==> src/sv/tph_pkg.sv <==
// Package for the trace context header parser.
// Holds position and character constants, status and field codes, and the decode and result structs.
// No dependencies.
`default_nettype none

package tph_pkg;

  // Position counter width and header layout
  localparam int unsigned PosW = 6;
  localparam logic [PosW-1:0] HdrLast      = 6'd54;
  localparam logic [PosW-1:0] HdrLen       = 6'd55;
  localparam logic [PosW-1:0] PosSat       = 6'd56;
  localparam logic [PosW-1:0] DashA        = 6'd2;
  localparam logic [PosW-1:0] DashB        = 6'd35;
  localparam logic [PosW-1:0] DashC        = 6'd52;
  localparam logic [PosW-1:0] TraceLoFirst = 6'd19;

  // ASCII codes
  localparam logic [7:0] CharDash = 8'h2d;
  localparam logic [7:0] Char0    = 8'h30;
  localparam logic [7:0] Char9    = 8'h39;
  localparam logic [7:0] CharA    = 8'h61;
  localparam logic [7:0] CharF    = 8'h66;
  localparam logic [7:0] HexAOffs = 8'h57;  // 'a' - 10

  typedef enum logic [2:0] {
    ST_OK       = 3'd0,
    ST_BAD_FORM = 3'd1,
    ST_BAD_VER  = 3'd2,
    ST_BAD_HEX  = 3'd3,
    ST_ZERO_ID  = 3'd4
  } status_t;

  // Which part of the header a character position belongs to
  typedef enum logic [2:0] {
    FLD_NONE,
    FLD_VERSION,
    FLD_DASH,
    FLD_TRACE_HI,
    FLD_TRACE_LO,
    FLD_SPAN,
    FLD_FLAGS
  } field_t;

  typedef struct packed {
    field_t     field;
    logic       form_err;
    logic       ver_err;
    logic       hex_err;
    logic [3:0] digit;
  } char_dec_t;

  typedef struct packed {
    status_t     status;
    logic [63:0] trace_hi;
    logic [63:0] trace_lo;
    logic [63:0] span;
    logic [7:0]  flags;
  } result_t;

endpackage

`default_nettype wire

==> src/sv/tph_char_decode.sv <==
// Character classifier: maps a position and a byte to field, errors and hex digit.
// Depends on tph_pkg.
`default_nettype none

module tph_char_decode (
  input  wire logic [tph_pkg::PosW-1:0] pos,
  input  wire logic [7:0]               char_code,
  output tph_pkg::char_dec_t            dec
);

  logic       is_dec;
  logic       is_hex_alpha;
  logic [7:0] dec_val;
  logic [7:0] alpha_val;

  assign is_dec       = (char_code >= tph_pkg::Char0) && (char_code <= tph_pkg::Char9);
  assign is_hex_alpha = (char_code >= tph_pkg::CharA) && (char_code <= tph_pkg::CharF);
  assign dec_val      = char_code - tph_pkg::Char0;
  assign alpha_val    = char_code - tph_pkg::HexAOffs;

  always_comb begin
    dec = '{field: tph_pkg::FLD_NONE, form_err: 1'b0, ver_err: 1'b0,
            hex_err: 1'b0, digit: 4'd0};
    if (pos >= tph_pkg::HdrLen) begin
      dec.field = tph_pkg::FLD_NONE;
    end else if (pos == tph_pkg::DashA || pos == tph_pkg::DashB || pos == tph_pkg::DashC) begin
      dec.field    = tph_pkg::FLD_DASH;
      dec.form_err = (char_code != tph_pkg::CharDash);
    end else if (pos < tph_pkg::DashA) begin
      dec.field   = tph_pkg::FLD_VERSION;
      dec.ver_err = (char_code != tph_pkg::Char0);
    end else begin
      // Non-hex shifts in a zero digit
      if (is_dec) begin
        dec.digit = dec_val[3:0];
      end else if (is_hex_alpha) begin
        dec.digit = alpha_val[3:0];
      end else begin
        dec.hex_err = 1'b1;
      end
      if (pos < tph_pkg::TraceLoFirst) begin
        dec.field = tph_pkg::FLD_TRACE_HI;
      end else if (pos < tph_pkg::DashB) begin
        dec.field = tph_pkg::FLD_TRACE_LO;
      end else if (pos < tph_pkg::DashC) begin
        dec.field = tph_pkg::FLD_SPAN;
      end else begin
        dec.field = tph_pkg::FLD_FLAGS;
      end
    end
  end

endmodule

`default_nettype wire

==> src/sv/tph_header_state.sv <==
// Per-header state: position counter, hex accumulators, error flags and result.
// Depends on tph_pkg and tph_char_decode.
`default_nettype none

module tph_header_state (
  input  wire logic       clk,
  input  wire logic       rst,
  input  wire logic       step,
  input  wire logic [7:0] char_code,
  input  wire logic       last,
  output tph_pkg::result_t res
);

  logic [tph_pkg::PosW-1:0] pos;
  logic [tph_pkg::PosW-1:0] pos_next;
  logic [63:0] trace_hi, trace_hi_next;
  logic [63:0] trace_lo, trace_lo_next;
  logic [63:0] span, span_next;
  logic [7:0]  flags, flags_next;
  logic form_err, form_err_next;
  logic ver_err, ver_err_next;
  logic hex_err, hex_err_next;
  tph_pkg::char_dec_t dec;

  tph_char_decode u_dec (
    .pos       (pos),
    .char_code (char_code),
    .dec       (dec)
  );

  always_comb begin
    pos_next      = (pos == tph_pkg::PosSat) ? pos : pos + 1'b1;
    trace_hi_next = trace_hi;
    trace_lo_next = trace_lo;
    span_next     = span;
    flags_next    = flags;
    form_err_next = form_err | dec.form_err;
    ver_err_next  = ver_err | dec.ver_err;
    hex_err_next  = hex_err | dec.hex_err;
    case (dec.field)
      tph_pkg::FLD_TRACE_HI: trace_hi_next = {trace_hi[59:0], dec.digit};
      tph_pkg::FLD_TRACE_LO: trace_lo_next = {trace_lo[59:0], dec.digit};
      tph_pkg::FLD_SPAN:     span_next     = {span[59:0], dec.digit};
      tph_pkg::FLD_FLAGS:    flags_next    = {flags[3:0], dec.digit};
      default: ;
    endcase
  end

  // Status from the state including this character; length checks the old position
  always_comb begin
    res = '{status: tph_pkg::ST_OK, trace_hi: 64'd0, trace_lo: 64'd0,
            span: 64'd0, flags: 8'd0};
    if (form_err_next || pos != tph_pkg::HdrLast) begin
      res.status = tph_pkg::ST_BAD_FORM;
    end else if (ver_err_next) begin
      res.status = tph_pkg::ST_BAD_VER;
    end else if (hex_err_next) begin
      res.status = tph_pkg::ST_BAD_HEX;
    end else if ((trace_hi_next == 64'd0 && trace_lo_next == 64'd0) || span_next == 64'd0) begin
      res.status = tph_pkg::ST_ZERO_ID;
    end else begin
      res.status   = tph_pkg::ST_OK;
      res.trace_hi = trace_hi_next;
      res.trace_lo = trace_lo_next;
      res.span     = span_next;
      res.flags    = flags_next;
    end
  end

  always_ff @(posedge clk) begin
    if (rst || (step && last)) begin
      pos      <= '0;
      trace_hi <= '0;
      trace_lo <= '0;
      span     <= '0;
      flags    <= '0;
      form_err <= 1'b0;
      ver_err  <= 1'b0;
      hex_err  <= 1'b0;
    end else if (step) begin
      pos      <= pos_next;
      trace_hi <= trace_hi_next;
      trace_lo <= trace_lo_next;
      span     <= span_next;
      flags    <= flags_next;
      form_err <= form_err_next;
      ver_err  <= ver_err_next;
      hex_err  <= hex_err_next;
    end
  end

endmodule

`default_nettype wire

==> src/sv/traceparent_header_parser.sv <==
// Trace context header parser, top level: input register, header state, result register.
// Throughput: one character beat per cycle, sustained, also across header boundaries
// as long as the result register is taken when a header ends.
// Order: a header's last beat is loaded into the input register when accepted, and its
// result is loaded into the result register when that beat advances, then offered.
// Reset (rst, synchronous): empties both registers and clears all per-header state.
// Depends on tph_pkg and tph_header_state.
`default_nettype none

module traceparent_header_parser (
  input  wire logic        clk,
  input  wire logic        rst,
  // character channel
  input  wire logic        in_valid,
  output logic             in_ready,
  input  wire logic [7:0]  char_code,
  input  wire logic        end_of_header,
  // result channel
  output logic             out_valid,
  input  wire logic        out_ready,
  output logic [2:0]       status,
  output logic [63:0]      trace_id_high,
  output logic [63:0]      trace_id_low,
  output logic [63:0]      span_id,
  output logic [7:0]       trace_flags
);

  // Input register
  logic       s1_valid;
  logic [7:0] s1_char;
  logic       s1_last;

  logic out_free;
  logic step;
  tph_pkg::result_t res;
  tph_pkg::result_t out_res;

  // A mid-header beat always advances; a last beat needs room in the result register.
  // The result register frees in the same cycle it is taken, so no bubble appears.
  assign out_free = !out_valid || out_ready;
  assign step     = s1_valid && (!s1_last || out_free);
  assign in_ready = !s1_valid || step;

  always_ff @(posedge clk) begin
    if (rst) begin
      s1_valid <= 1'b0;
    end else if (in_ready) begin
      s1_valid <= in_valid;
    end
  end

  // Hold the payload until the beat advances
  always_ff @(posedge clk) begin
    if (in_ready && in_valid) begin
      s1_char <= char_code;
      s1_last <= end_of_header;
    end
  end

  tph_header_state u_state (
    .clk       (clk),
    .rst       (rst),
    .step      (step),
    .char_code (s1_char),
    .last      (s1_last),
    .res       (res)
  );

  // Result register: load on the last beat of a header, drop when taken
  always_ff @(posedge clk) begin
    if (rst) begin
      out_valid <= 1'b0;
    end else if (step && s1_last) begin
      out_valid <= 1'b1;
    end else if (out_ready) begin
      out_valid <= 1'b0;
    end
  end

  always_ff @(posedge clk) begin
    if (step && s1_last) begin
      out_res <= res;
    end
  end

  assign status        = out_res.status;
  assign trace_id_high = out_res.trace_hi;
  assign trace_id_low  = out_res.trace_lo;
  assign span_id       = out_res.span;
  assign trace_flags   = out_res.flags;

endmodule

`default_nettype wire

==> config.mk <==
export PLATFORM = sky130hd
export DESIGN_NAME = traceparent_header_parser
export DESIGN_NICKNAME = d
export VERILOG_FILES = /design/src/sv/tph_pkg.sv /design/src/sv/tph_char_decode.sv /design/src/sv/tph_header_state.sv /design/src/sv/traceparent_header_parser.sv
export SDC_FILE = /design/constraint.sdc
export NUM_CORES = 1
export LEC_CHECK = 0
export ABC_CLOCK_PERIOD_IN_PS = 16000
export CORE_MARGIN = 4
export CORE_UTILIZATION = 24
export DETAILED_ROUTE_END_ITERATION = 10
export DONT_BUFFER_PORTS = 1
export SYNTH_ARGS = -nofsm -noshare
export SYNTH_HDL_FRONTEND = slang
export SYNTH_SLANG_ARGS = --single-unit
==> constraint.sdc <==
create_clock -name clk -period 16 [get_ports clk]
set_input_delay 0 -clock clk [delete_from_list [all_inputs] [get_ports clk]]
set_output_delay 0 -clock clk [all_outputs]
set_load 0.005 [all_outputs]
==> Yosys cells after proc, flatten, opt, wreduce, memory -nomap -nowiden <==
Cells that the tools add are included.
{ "word_totals": {"regBits": 423, "in_bits": 13, "out_inout_bits": 205} }
{ "classes": {"add_sub_neg": 3, "magnitude_cmp": 9, "n_eq_ne": 11, "mux": 24, "bitwise_logic": 4, "reduce_logical": 24} }
{ "op_table": {"columns": ["operator", "n"], "rows": [
  ["$logic_not 64->1", 3],
  ["$mux 64", 3],
  ["$eq 6x6->1 const B", 3],
  ["$mux 3", 6],
  ["$ne 8x6->1 const B", 2],
  ["$lt 6x6->1 const B", 2],
  ["$eq 3x3->1 const B", 3],
  ["$ge 8x6->1 const B", 1],
  ["$ge 8x7->1 const B", 1],
  ["$le 8x6->1 const B", 1],
  ["$le 8x7->1 const B", 1],
  ["$logic_or 1x1->1", 8],
  ["$mux 4", 2],
  ["$mux 8", 1],
  ["$mux 7", 1],
  ["$add 6x1->6 const B", 1],
  ["$eq 6x2->1 const B", 1],
  ["$ge 6x6->1 const B", 1],
  ["$logic_and 1x1->1", 6],
  ["$lt 6x2->1 const B", 1],
  ["$lt 6x5->1 const B", 1],
  ["$mux 1", 6],
  ["$mux 2", 3],
  ["$mux 6", 1],
  ["other kinds (12)", 16]
]} }

==> Logic depth before layout (Yosys ltp) <==
Gate-level depths: netlist of the first run.
{ "depth": {"ltp_word": 15, "mapped_depth": 13, "depth_no_buf": 9} }

==> Modules after synthesis <==
A second synthesis of the first run with hierarchy kept.
{ "hier_totals": {"cells_unflattened": 1820, "hier_area_um2": 18362.6} }
{ "modules_own_cells": {"columns": ["mod", "n_inst", "cells_per_inst", "area_each_um2"], "rows": [
  ["tph_header_state", 1, 1519, 11349.6],
  ["traceparent_header_parser", 1, 224, 6470.0],
  ["tph_char_decode", 1, 77, 543.0]
]} }

==> Worst setup path before layout of the first run <==
Ideal clock, no wire load.
{ "synth_path": {"path_kind": "register to register", "from": "register out_valid", "to": "register u_state.pos[2] (netlist name)", "setup_time_ns": 0.132, "arrival_ns": 6.731, "path_slack_ns": 9.137, "stages_incl_launch_ff": 9, "path_buffers": 3, "synth_period_minus_slack_ns": 6.863, "cell_sequence": "dfxtp_1 nor2b_1 nand2_1 and3_1 or2_2 clkbuf_1 clkbuf_1 clkbuf_1 a21oi_1"} }
{ "synth_between": {"elab_chain_cells": 6, "word_cells_on_any_way": 7, "cone_classes": "7 x reduce/logical"} }
{ "synth_lines": {"columns": ["item", "line", "source"], "rows": [
  ["start, declared", "traceparent_header_parser.sv:19", "output logic out_valid,"],
  ["start signal, assigned", "traceparent_header_parser.sv:72", "out_valid <= 1'b0;"],
  ["start signal, assigned", "traceparent_header_parser.sv:74", "out_valid <= 1'b1;"],
  ["start signal, assigned", "traceparent_header_parser.sv:76", "out_valid <= 1'b0;"],
  ["$logic_not 1->1 *", "traceparent_header_parser.sv:40", "assign out_free = !out_valid || out_ready;"],
  ["$logic_or 1x1->1 *", "traceparent_header_parser.sv:40", null],
  ["$logic_or 1x1->1 *", "traceparent_header_parser.sv:41", "assign step = s1_valid && (!s1_last || out_free);"],
  ["$logic_and 1x1->1 *", "traceparent_header_parser.sv:41", null],
  ["$logic_and 1x1->1", "tph_header_state.sv:71", "if (rst || (step && last)) begin"],
  ["$logic_or 1x1->1", "tph_header_state.sv:71", null],
  ["end signal, assigned", "tph_header_state.sv:81", "pos <= pos_next;"],
  ["end, declared", "tph_header_state.sv:14", "logic [tph_pkg::PosW-1:0] pos;"]
]} }
Mark *: on every way between the ends. The rest lies on a longest branch, timed or not.
A chain may end at the register's enable or synchronous reset.

==> Worst setup path in the final report of the first run <==
{ "layout_path": {"from": "register u_state.pos[1] (netlist name)", "to": "register out_res, in the netlist trace_id_high[1] (data pin)"} }
{ "layout_between": {"elab_chain_cells": 13, "word_cells_on_any_way": 38, "cone_classes": "5 x order compare; 7 x eq/ne; 14 x mux; 3 x bitwise; 9 x reduce/logical"} }
{ "layout_lines": {"columns": ["item", "line", "source"], "rows": [
  ["$lt 6x6->1", "tph_char_decode.sv:45", "end else if (pos < tph_pkg::DashC) begin"],
  ["$mux 2", "tph_char_decode.sv:45", null],
  ["$mux 3", "tph_char_decode.sv:43", "end else if (pos < tph_pkg::DashB) begin"],
  ["$mux 3", "tph_char_decode.sv:41", "if (pos < tph_pkg::TraceLoFirst) begin"],
  ["$mux 3", "tph_char_decode.sv:29", "end else if (pos < tph_pkg::DashA) begin"],
  ["$mux 3", "tph_char_decode.sv:26", "end else if (pos == tph_pkg::DashA || pos == tph_pkg::DashB || pos == tph_pkg::DashC) begin"],
  ["$mux 3", "tph_char_decode.sv:24", "if (pos >= tph_pkg::HdrLen) begin"],
  ["$eq 3x2->1 / $eq 3x3->1 (equally long branches)", "tph_header_state.sv:40", "case (dec.field)"],
  ["$mux 64", "tph_header_state.sv:40", null],
  ["$logic_not 64->1", "tph_header_state.sv:59", "end else if ((trace_hi_next == 64'd0 && trace_lo_next == 64'd0) || span_next == 64'd0) begin"],
  ["$logic_and 1x1->1", "tph_header_state.sv:59", null],
  ["$logic_or 1x1->1", "tph_header_state.sv:59", null],
  ["$reduce_or 4->1 (no source line)", null, null],
  ["end signal, assigned", "traceparent_header_parser.sv:82", "out_res <= res;"],
  ["end, declared", "traceparent_header_parser.sv:36", "tph_pkg::result_t out_res;"]
]} }
Several ways; a longest one is shown, not always the timed one.

==> results.ini, run 1 <==
[synthesis]
synthMuxAreaShare_pct = 7.770
netlist_area_mm2 = 0.01831
synth_edf_count = 212
synth-main-ff-cell = edfxtp_1
syn_area_per_cell_um2 = 9.908
synth_seq_area_share_pct = 57.84
ys_async_sr_fraction_pct = 0
synthAdderAreaFrac_pct = 0.4100
synth_top_family_by_area = simple AND/OR/NAND/NOR gates
ys_seq_elements = 423
syn_inst = 1848
yosys_warnings = 0
synth-xor-area-share_pct = 0.1913
syn_nets = 1867
yosys.area_share.simple_pct = 20.73
synth_cell_types = 63
synth-compound-area-share_pct = 9.259

[global_route]
track_usage_pct = 12.29
grt_max_degree = 81
antenna_found_initial = 2
grt_pass1_vias = 12683
grt_pass1_wl_um = 79110
overflow = 0

[routing]
wirelength_met1_um = 22780
routed.top_layer = met4
wl_met3_um = 3565
drtPass1Iterations = 5
drt_iter0_markers = 1412
wl_per_cell_um = 18.67
avgViaCountPerCell = 4.780
vias = 13397
wl_met2_um = 23600
drtAntennaViolNets = 0
drc = 0
wirelength_um = 52330

[sta]
layout_min_cycle_time_ps = 5896
rsz0062_at_grt = false
worst_pin_slew_ps = 1270
max_freq_mhz = 169.6
period_share_pct = 36.85
clock_skew_ps = 34.89
setup_viol = 0
hold_violations = 0
timing.hold.ws_ps = 72.24
slew_headroom_pct = 15.01
setup_tns_ps = 0
drv_slew = 0

[clock_network]
cts_tree = built
cts_resized = 0
clockBufferDepth = 3
cts_root_buf = clkbuf_16
hold_buffers = 13
insertion_delay_ps = 590
cts_made_buffers = 45
postCtsSetupRepairBufs = 0
h-tree-depth = 2
clkSlewWorstSetupHoldPaths_ps = 60
cts_num_sinks = 423

[floorplanning]
rows = 101
core-area_mm2 = 0.07582
initial_core_util_pct = 24.15
fp.dieArea_mm2 = 0.08078
die_w_um = 284.2
die_h_um = 284.2
ios = 218

[pwr]
leakagePower_uw = 0.006482
peakVddDrop_mv = 0.06162
power_density_mw_per_mm2 = 107.5

[setup_path]
critical_path_buf_inv_count = 3
cp_top_family = buffers and inverters
end_kind = flip-flop
critPathKind = flip-flop to flip-flop
worstPathRequired_ps = 16270
cp_slowest_cell = buf_4
worstPathArrival_ps = 6160
crit_path_cell_trace = ha_1, mux2i_1, a2bb2oi_2, nand3_4, buf_4, mux2_1, a21oi_1, a41o_4, buf_4, buf_4, nor3_1
slowest_delay_ps = 890
worst_setup_path_start_kind = flip-flop
critPathMostFrequentCell = buf_4
cp_max_fo = 74

[cells_and_area]
fin_util_pct = 27.27
nets = 1805
drive_gt1_share_pct = 8.832
instances_no_fill = 2803
num-fill-cells = 7899
stdcell_area_mm2 = 0.02067
seq_area_mm2 = 0.01059
area_growth_pct = 12.91
multiInputGateArea_mm2 = 0.007081

[place]
dpl.hpwl_um = 34580
placed_area_mm2 = 0.01906
portBuffers = 0
gp_congestion = 0.8025
dp.cells = 2704

[job]
cap_violations = 0

[outcome]
status = complete, no violations

[min_path]
hp-class = input pin to flip-flop

[area by class of cell]
| cell class | instances | area share [%] |
|---|---|---|
| diodes | 2 | 0.02421 |
| clock buffers | 58 | 5.925 |
| clock inverters | 26 | 1.216 |
| inverters | 11 | 0.1997 |
| multi-input cells | 1275 | 34.25 |
| flip-flops and latches | 423 | 51.22 |
| well taps | 978 | 5.919 |
| repair buffers | 30 | 1.247 |
[placed cells by master, fill, tap and decap left out, types with 3 or more instances in the layout]
cell,n
a41oi_1,3
nor2_1,39
ha_1,6
a31oi_1,3
clkinv_2,12
nor2_4,3
nor3_2,46
dfxtp_1,211
or2_2,3
a21oi_1,269
inv_1,11
and2_1,4
nand3_1,7
dlygate4sd3_1,13
or4_1,3
mux2i_1,141
or3_1,3
buf_4,17
nor4_1,44
nand2_1,519
clkbuf_16,45
nor3_1,100
o21ai_0,9
nand2b_1,3
clkinv_4,4
nand4_1,16
edfxtp_1,212
nor2b_1,3
clkbuf_8,5
clkbuf_1,8
[where the power goes]
group | switching (uW) | internal [uW] | total, uW
combinational | 30.7 | 9.80 | 40.5
clock | 456 | 583 | 1040
sequential | 5.01 | 1140 | 1140
[Yosys cell counts, drive strengths merged (11+ instances only)]
cell / number / area (um2)
nand4: 17 / 112.6
dfxtp: 211 / 4224
nor2: 42 / 165.2
nand2: 521 / 1956
edfxtp: 212 / 6366
nor3: 146 / 960.9
clkbuf: 88 / 330.3
nor4: 44 / 275.3
mux2i: 141 / 1411
buf: 51 / 324.1
inv: 11 / 41.29
a21oi: 269 / 1346
[final timing paths]
check                           cells after the start  slack [ps]        startpoint               end
worst max register to register                     11       10100    u_state.pos[1]  trace_id_high[1]
worst max-delay path                               11       10100    u_state.pos[1]  trace_id_high[1]
worst min register to register                      2         470  u_state.span[60]  u_state.span[60]
worst min-delay path                                1          70      char_code[0]        s1_char[0]
[through the flow]
stage | worst slack [ps] | power [uW]
2_1_floorplan | 9137 | 1196
3_3_place_gp | 10200 | 1204
3_5_place_dp | 10040 | 1205
4_1_cts | 10010 | 2255
5_1_grt | 9670 | 2307
6_report | 10100 | 2223
[flip-flops by register name (all words and copies together) (netlist names), 3 cells and up]
name              flops
u_state.span         64
u_state.flags         8
status                3
s1_char               8
trace_id_low         64
span_id              64
trace_flags           8
trace_id_high        64
u_state.trace_lo     64
u_state.pos           6
u_state.trace_hi     64
[cells by family (layout without fill, tap and decap cells)]
group	count (synthesis)	after routing
and+or+nand+nor	815	815
DFF	423	423
AOI/OAI and AO/OA	308	308
buffers and inverters	150	125
muxes	142	142
adders and majority gates	6	6
xor gates and xnor gates	4	4
other	0	2
[metal layers]
layer	vias to the layer above	global-route usage (%)
met3	95	3.472
met1	6500	15.99
li1	6386	-
met5	-	0
met2	416	19.01
met4	0	5.568
Note: power is estimated with default switching activity, not from simulation.
==> run 2: changes to the inputs <==
- ABC_CLOCK_PERIOD_IN_PS: 16000 -> 5900
- clock period: 16 -> 5.9 ns (I/O delays scaled with it)
==> results.ini, run 2 (same netlist as run 1, synthesis figures left out) <==
[outcome]
status = complete, no violations  ; unchanged

[place]
portBuffers = 0  ; unchanged
dpl.hpwl_um = 34520  ; was 34580 um
placed_area_mm2 = 0.01909  ; was 0.01906 mm2
gp_congestion = 0.8171  ; was 0.8025

[cells_and_area]
nets = 1808  ; was 1805
antenna_cells = 0  ; was 2
stdcell_area_mm2 = 0.02085  ; was 0.02067 mm2
layout_commonest_cell = nand2_1  ; unchanged
final_cell_mix = 519 x nand2_1, 269 x a21oi_1, 212 x edfxtp_1, 211 x dfxtp_1, 141 x mux2i_1  ; unchanged
area_growth_pct = 13.85  ; was 12.91%
num-fill-cells = 7888  ; was 7899
drive_gt1_share_pct = 8.967  ; was 8.832%

[global_route]
track_usage_pct = 12.31  ; was 12.29%
overflow = 0  ; unchanged
antenna_found_initial = 0  ; was 2
grt_pass1_wl_um = 79240  ; was 79110 um
grt_max_degree = 138  ; was 81
grt_pass1_vias = 12724  ; was 12683

[sta]
drv_slew = 0  ; unchanged
setup_viol = 0  ; unchanged
hold_violations = 0  ; unchanged
period_share_pct = 75.08  ; was 36.85%
setup_tns_ps = 0  ; unchanged
max_freq_mhz = 225.7  ; was 169.6 MHz
layout_min_cycle_time_ps = 4430  ; was 5896 ps
rsz0062_at_grt = false  ; unchanged
slew_headroom_pct = 15.33  ; was 15.01%
clock_skew_ps = 31.95  ; was 34.89 ps
worst_pin_slew_ps = 1270  ; about the same

[routing]
wl_per_cell_um = 18.44  ; was 18.67 um
vias = 13490  ; was 13397
wirelength_um = 51770  ; was 52330 um
avgViaCountPerCell = 4.806  ; was 4.780
drtAntennaViolNets = 0  ; unchanged
drc = 0  ; unchanged
drtPass1Iterations = 7  ; was 5
drt_iter0_markers = 1154  ; was 1412

[job]
cap_violations = 0  ; unchanged

[pwr]
switching_power_uw = 1365  ; was 492.1 uW
pwr-share-clk_pct = 48.6  ; was 46.8%
power_frac_seq_pct = 49.6  ; was 51.4%
peakVddDrop_mv = 0.2071  ; was 0.06162 mV
internal_power_uw = 4879  ; was 1731 uW
combPwrFrac_pct = 1.8  ; about the same
switching_share_pct = 21.86  ; was 22.14%
leakagePower_uw = 0.006542  ; was 0.006482 uW
power_density_mw_per_mm2 = 299.5  ; was 107.5 mW/mm2

[clock_network]
insertion_delay_ps = 590  ; about the same
cts_resized = 0  ; unchanged
h-tree-depth = 2  ; unchanged
cts_tree = built  ; unchanged
clkSlewWorstSetupHoldPaths_ps = 60  ; about the same
cts_made_buffers = 49  ; was 45
cts_root_buf = clkbuf_16  ; unchanged
clockBufferDepth = 3  ; unchanged
cts_num_sinks = 423  ; unchanged
postCtsSetupRepairBufs = 0  ; unchanged

[setup_path]
critPathKind = flip-flop to flip-flop  ; unchanged
end_kind = flip-flop  ; unchanged
worstPathArrival_ps = 4730  ; was 6160 ps
worst_setup_path_start_kind = flip-flop  ; unchanged
cp_max_fo = 84  ; was 74
worstPathRequired_ps = 6200  ; was 16270 ps

[floorplanning]
die_h_um = 284.2  ; unchanged
core-area_mm2 = 0.07582  ; unchanged
rows = 101  ; unchanged
initial_core_util_pct = 24.15  ; unchanged
ios = 218  ; unchanged
fp.dieArea_mm2 = 0.08078  ; unchanged
die_w_um = 284.2  ; unchanged

[min_path]
hp-class = input pin to flip-flop  ; unchanged

run 2: cell count changes in the layout (fill, tap and decap cells not counted), sizes merged:
| cell | delta |
|---|---|
| diode | -2 |
| clkbuf | +11 |
| buf | -1 |
| clkinvlp | +5 |
| inv | +1 |
| clkinv | -9 |
| bufinv | -1 |
run 2: through the flow:
stage,total power [uW],instances,hold WS (ps),worst slack (ps),util (%)
2_1_floorplan,3237,1848,69.07,1470,-
3_3_place_gp,3265,2703,70.28,1541,25.18
3_5_place_dp,3268,2703,71.66,1488,25.18
4_1_cts,6328,2807,3.647,1462,27.49
5_1_grt,6462,2807,22.15,1183,27.49
6_report,6244,2807,47.65,1470,27.49
run 2: path summary, 6_finish.rpt:
check / start / endpoint / slack, ps / cells after the start
min reg2reg: u_state.trace_lo[63] / u_state.trace_lo[63] / 460 / 2
max reg2reg: u_state.pos[1] / trace_id_low[7] / 1470 / 9
min: end_of_header / s1_last / 50 / 1
max: u_state.pos[1] / trace_id_low[7] / 1470 / 9
run 2: worst max-delay path, cell delays in order (launching register included):
cell and delay, ps:
dfxtp_1 410, ha_1 350, mux2i_1 260, a2bb2oi_2 530, nand3_4 290, mux2_1 430, a21oi_1 230, a41o_4 1030
buf_4 470, nor3_1 120
run 2: power by group through the flow:
stage | registers [uW] | clock network (uW) | logic (uW)
4_1_cts | 3100 | 3120 | 112
3_3_place_gp | 3160 | 0 | 102
2_1_floorplan | 3160 | 0 | 76.6
6_report | 3100 | 3030 | 111
3_5_place_dp | 3160 | 0 | 105
5_1_grt | 3100 | 3240 | 121
run 2: final cells by class:
cell class,instances,area (um2),area share (%)
sequential,423,10590,50.80
multi-input combinational,1275,7081,33.97
clock buffer,69,1446,6.938
tap,978,1224,5.870
timing repair buffer,29,287.8,1.380
clock inverter,22,176.4,0.8463
inverter,11,41.29,0.1981
run 2: repair_timing:
| action | 4_1_cts | 5_1_grt |
|---|---|---|
| setup endpoints to repair | 0 | 0 |
| hold endpoints to repair | 20 | 0 |
| hold buffers | 13 | 0 |
run 2: layer usage:
layer	vias up	track usage, %	wire, um
li1	6411	-	-
met5	-	0	0
met3	103	3.304	3666
met2	437	19.25	23340
met1	6539	16.24	22680
met4	0	4.878	2092
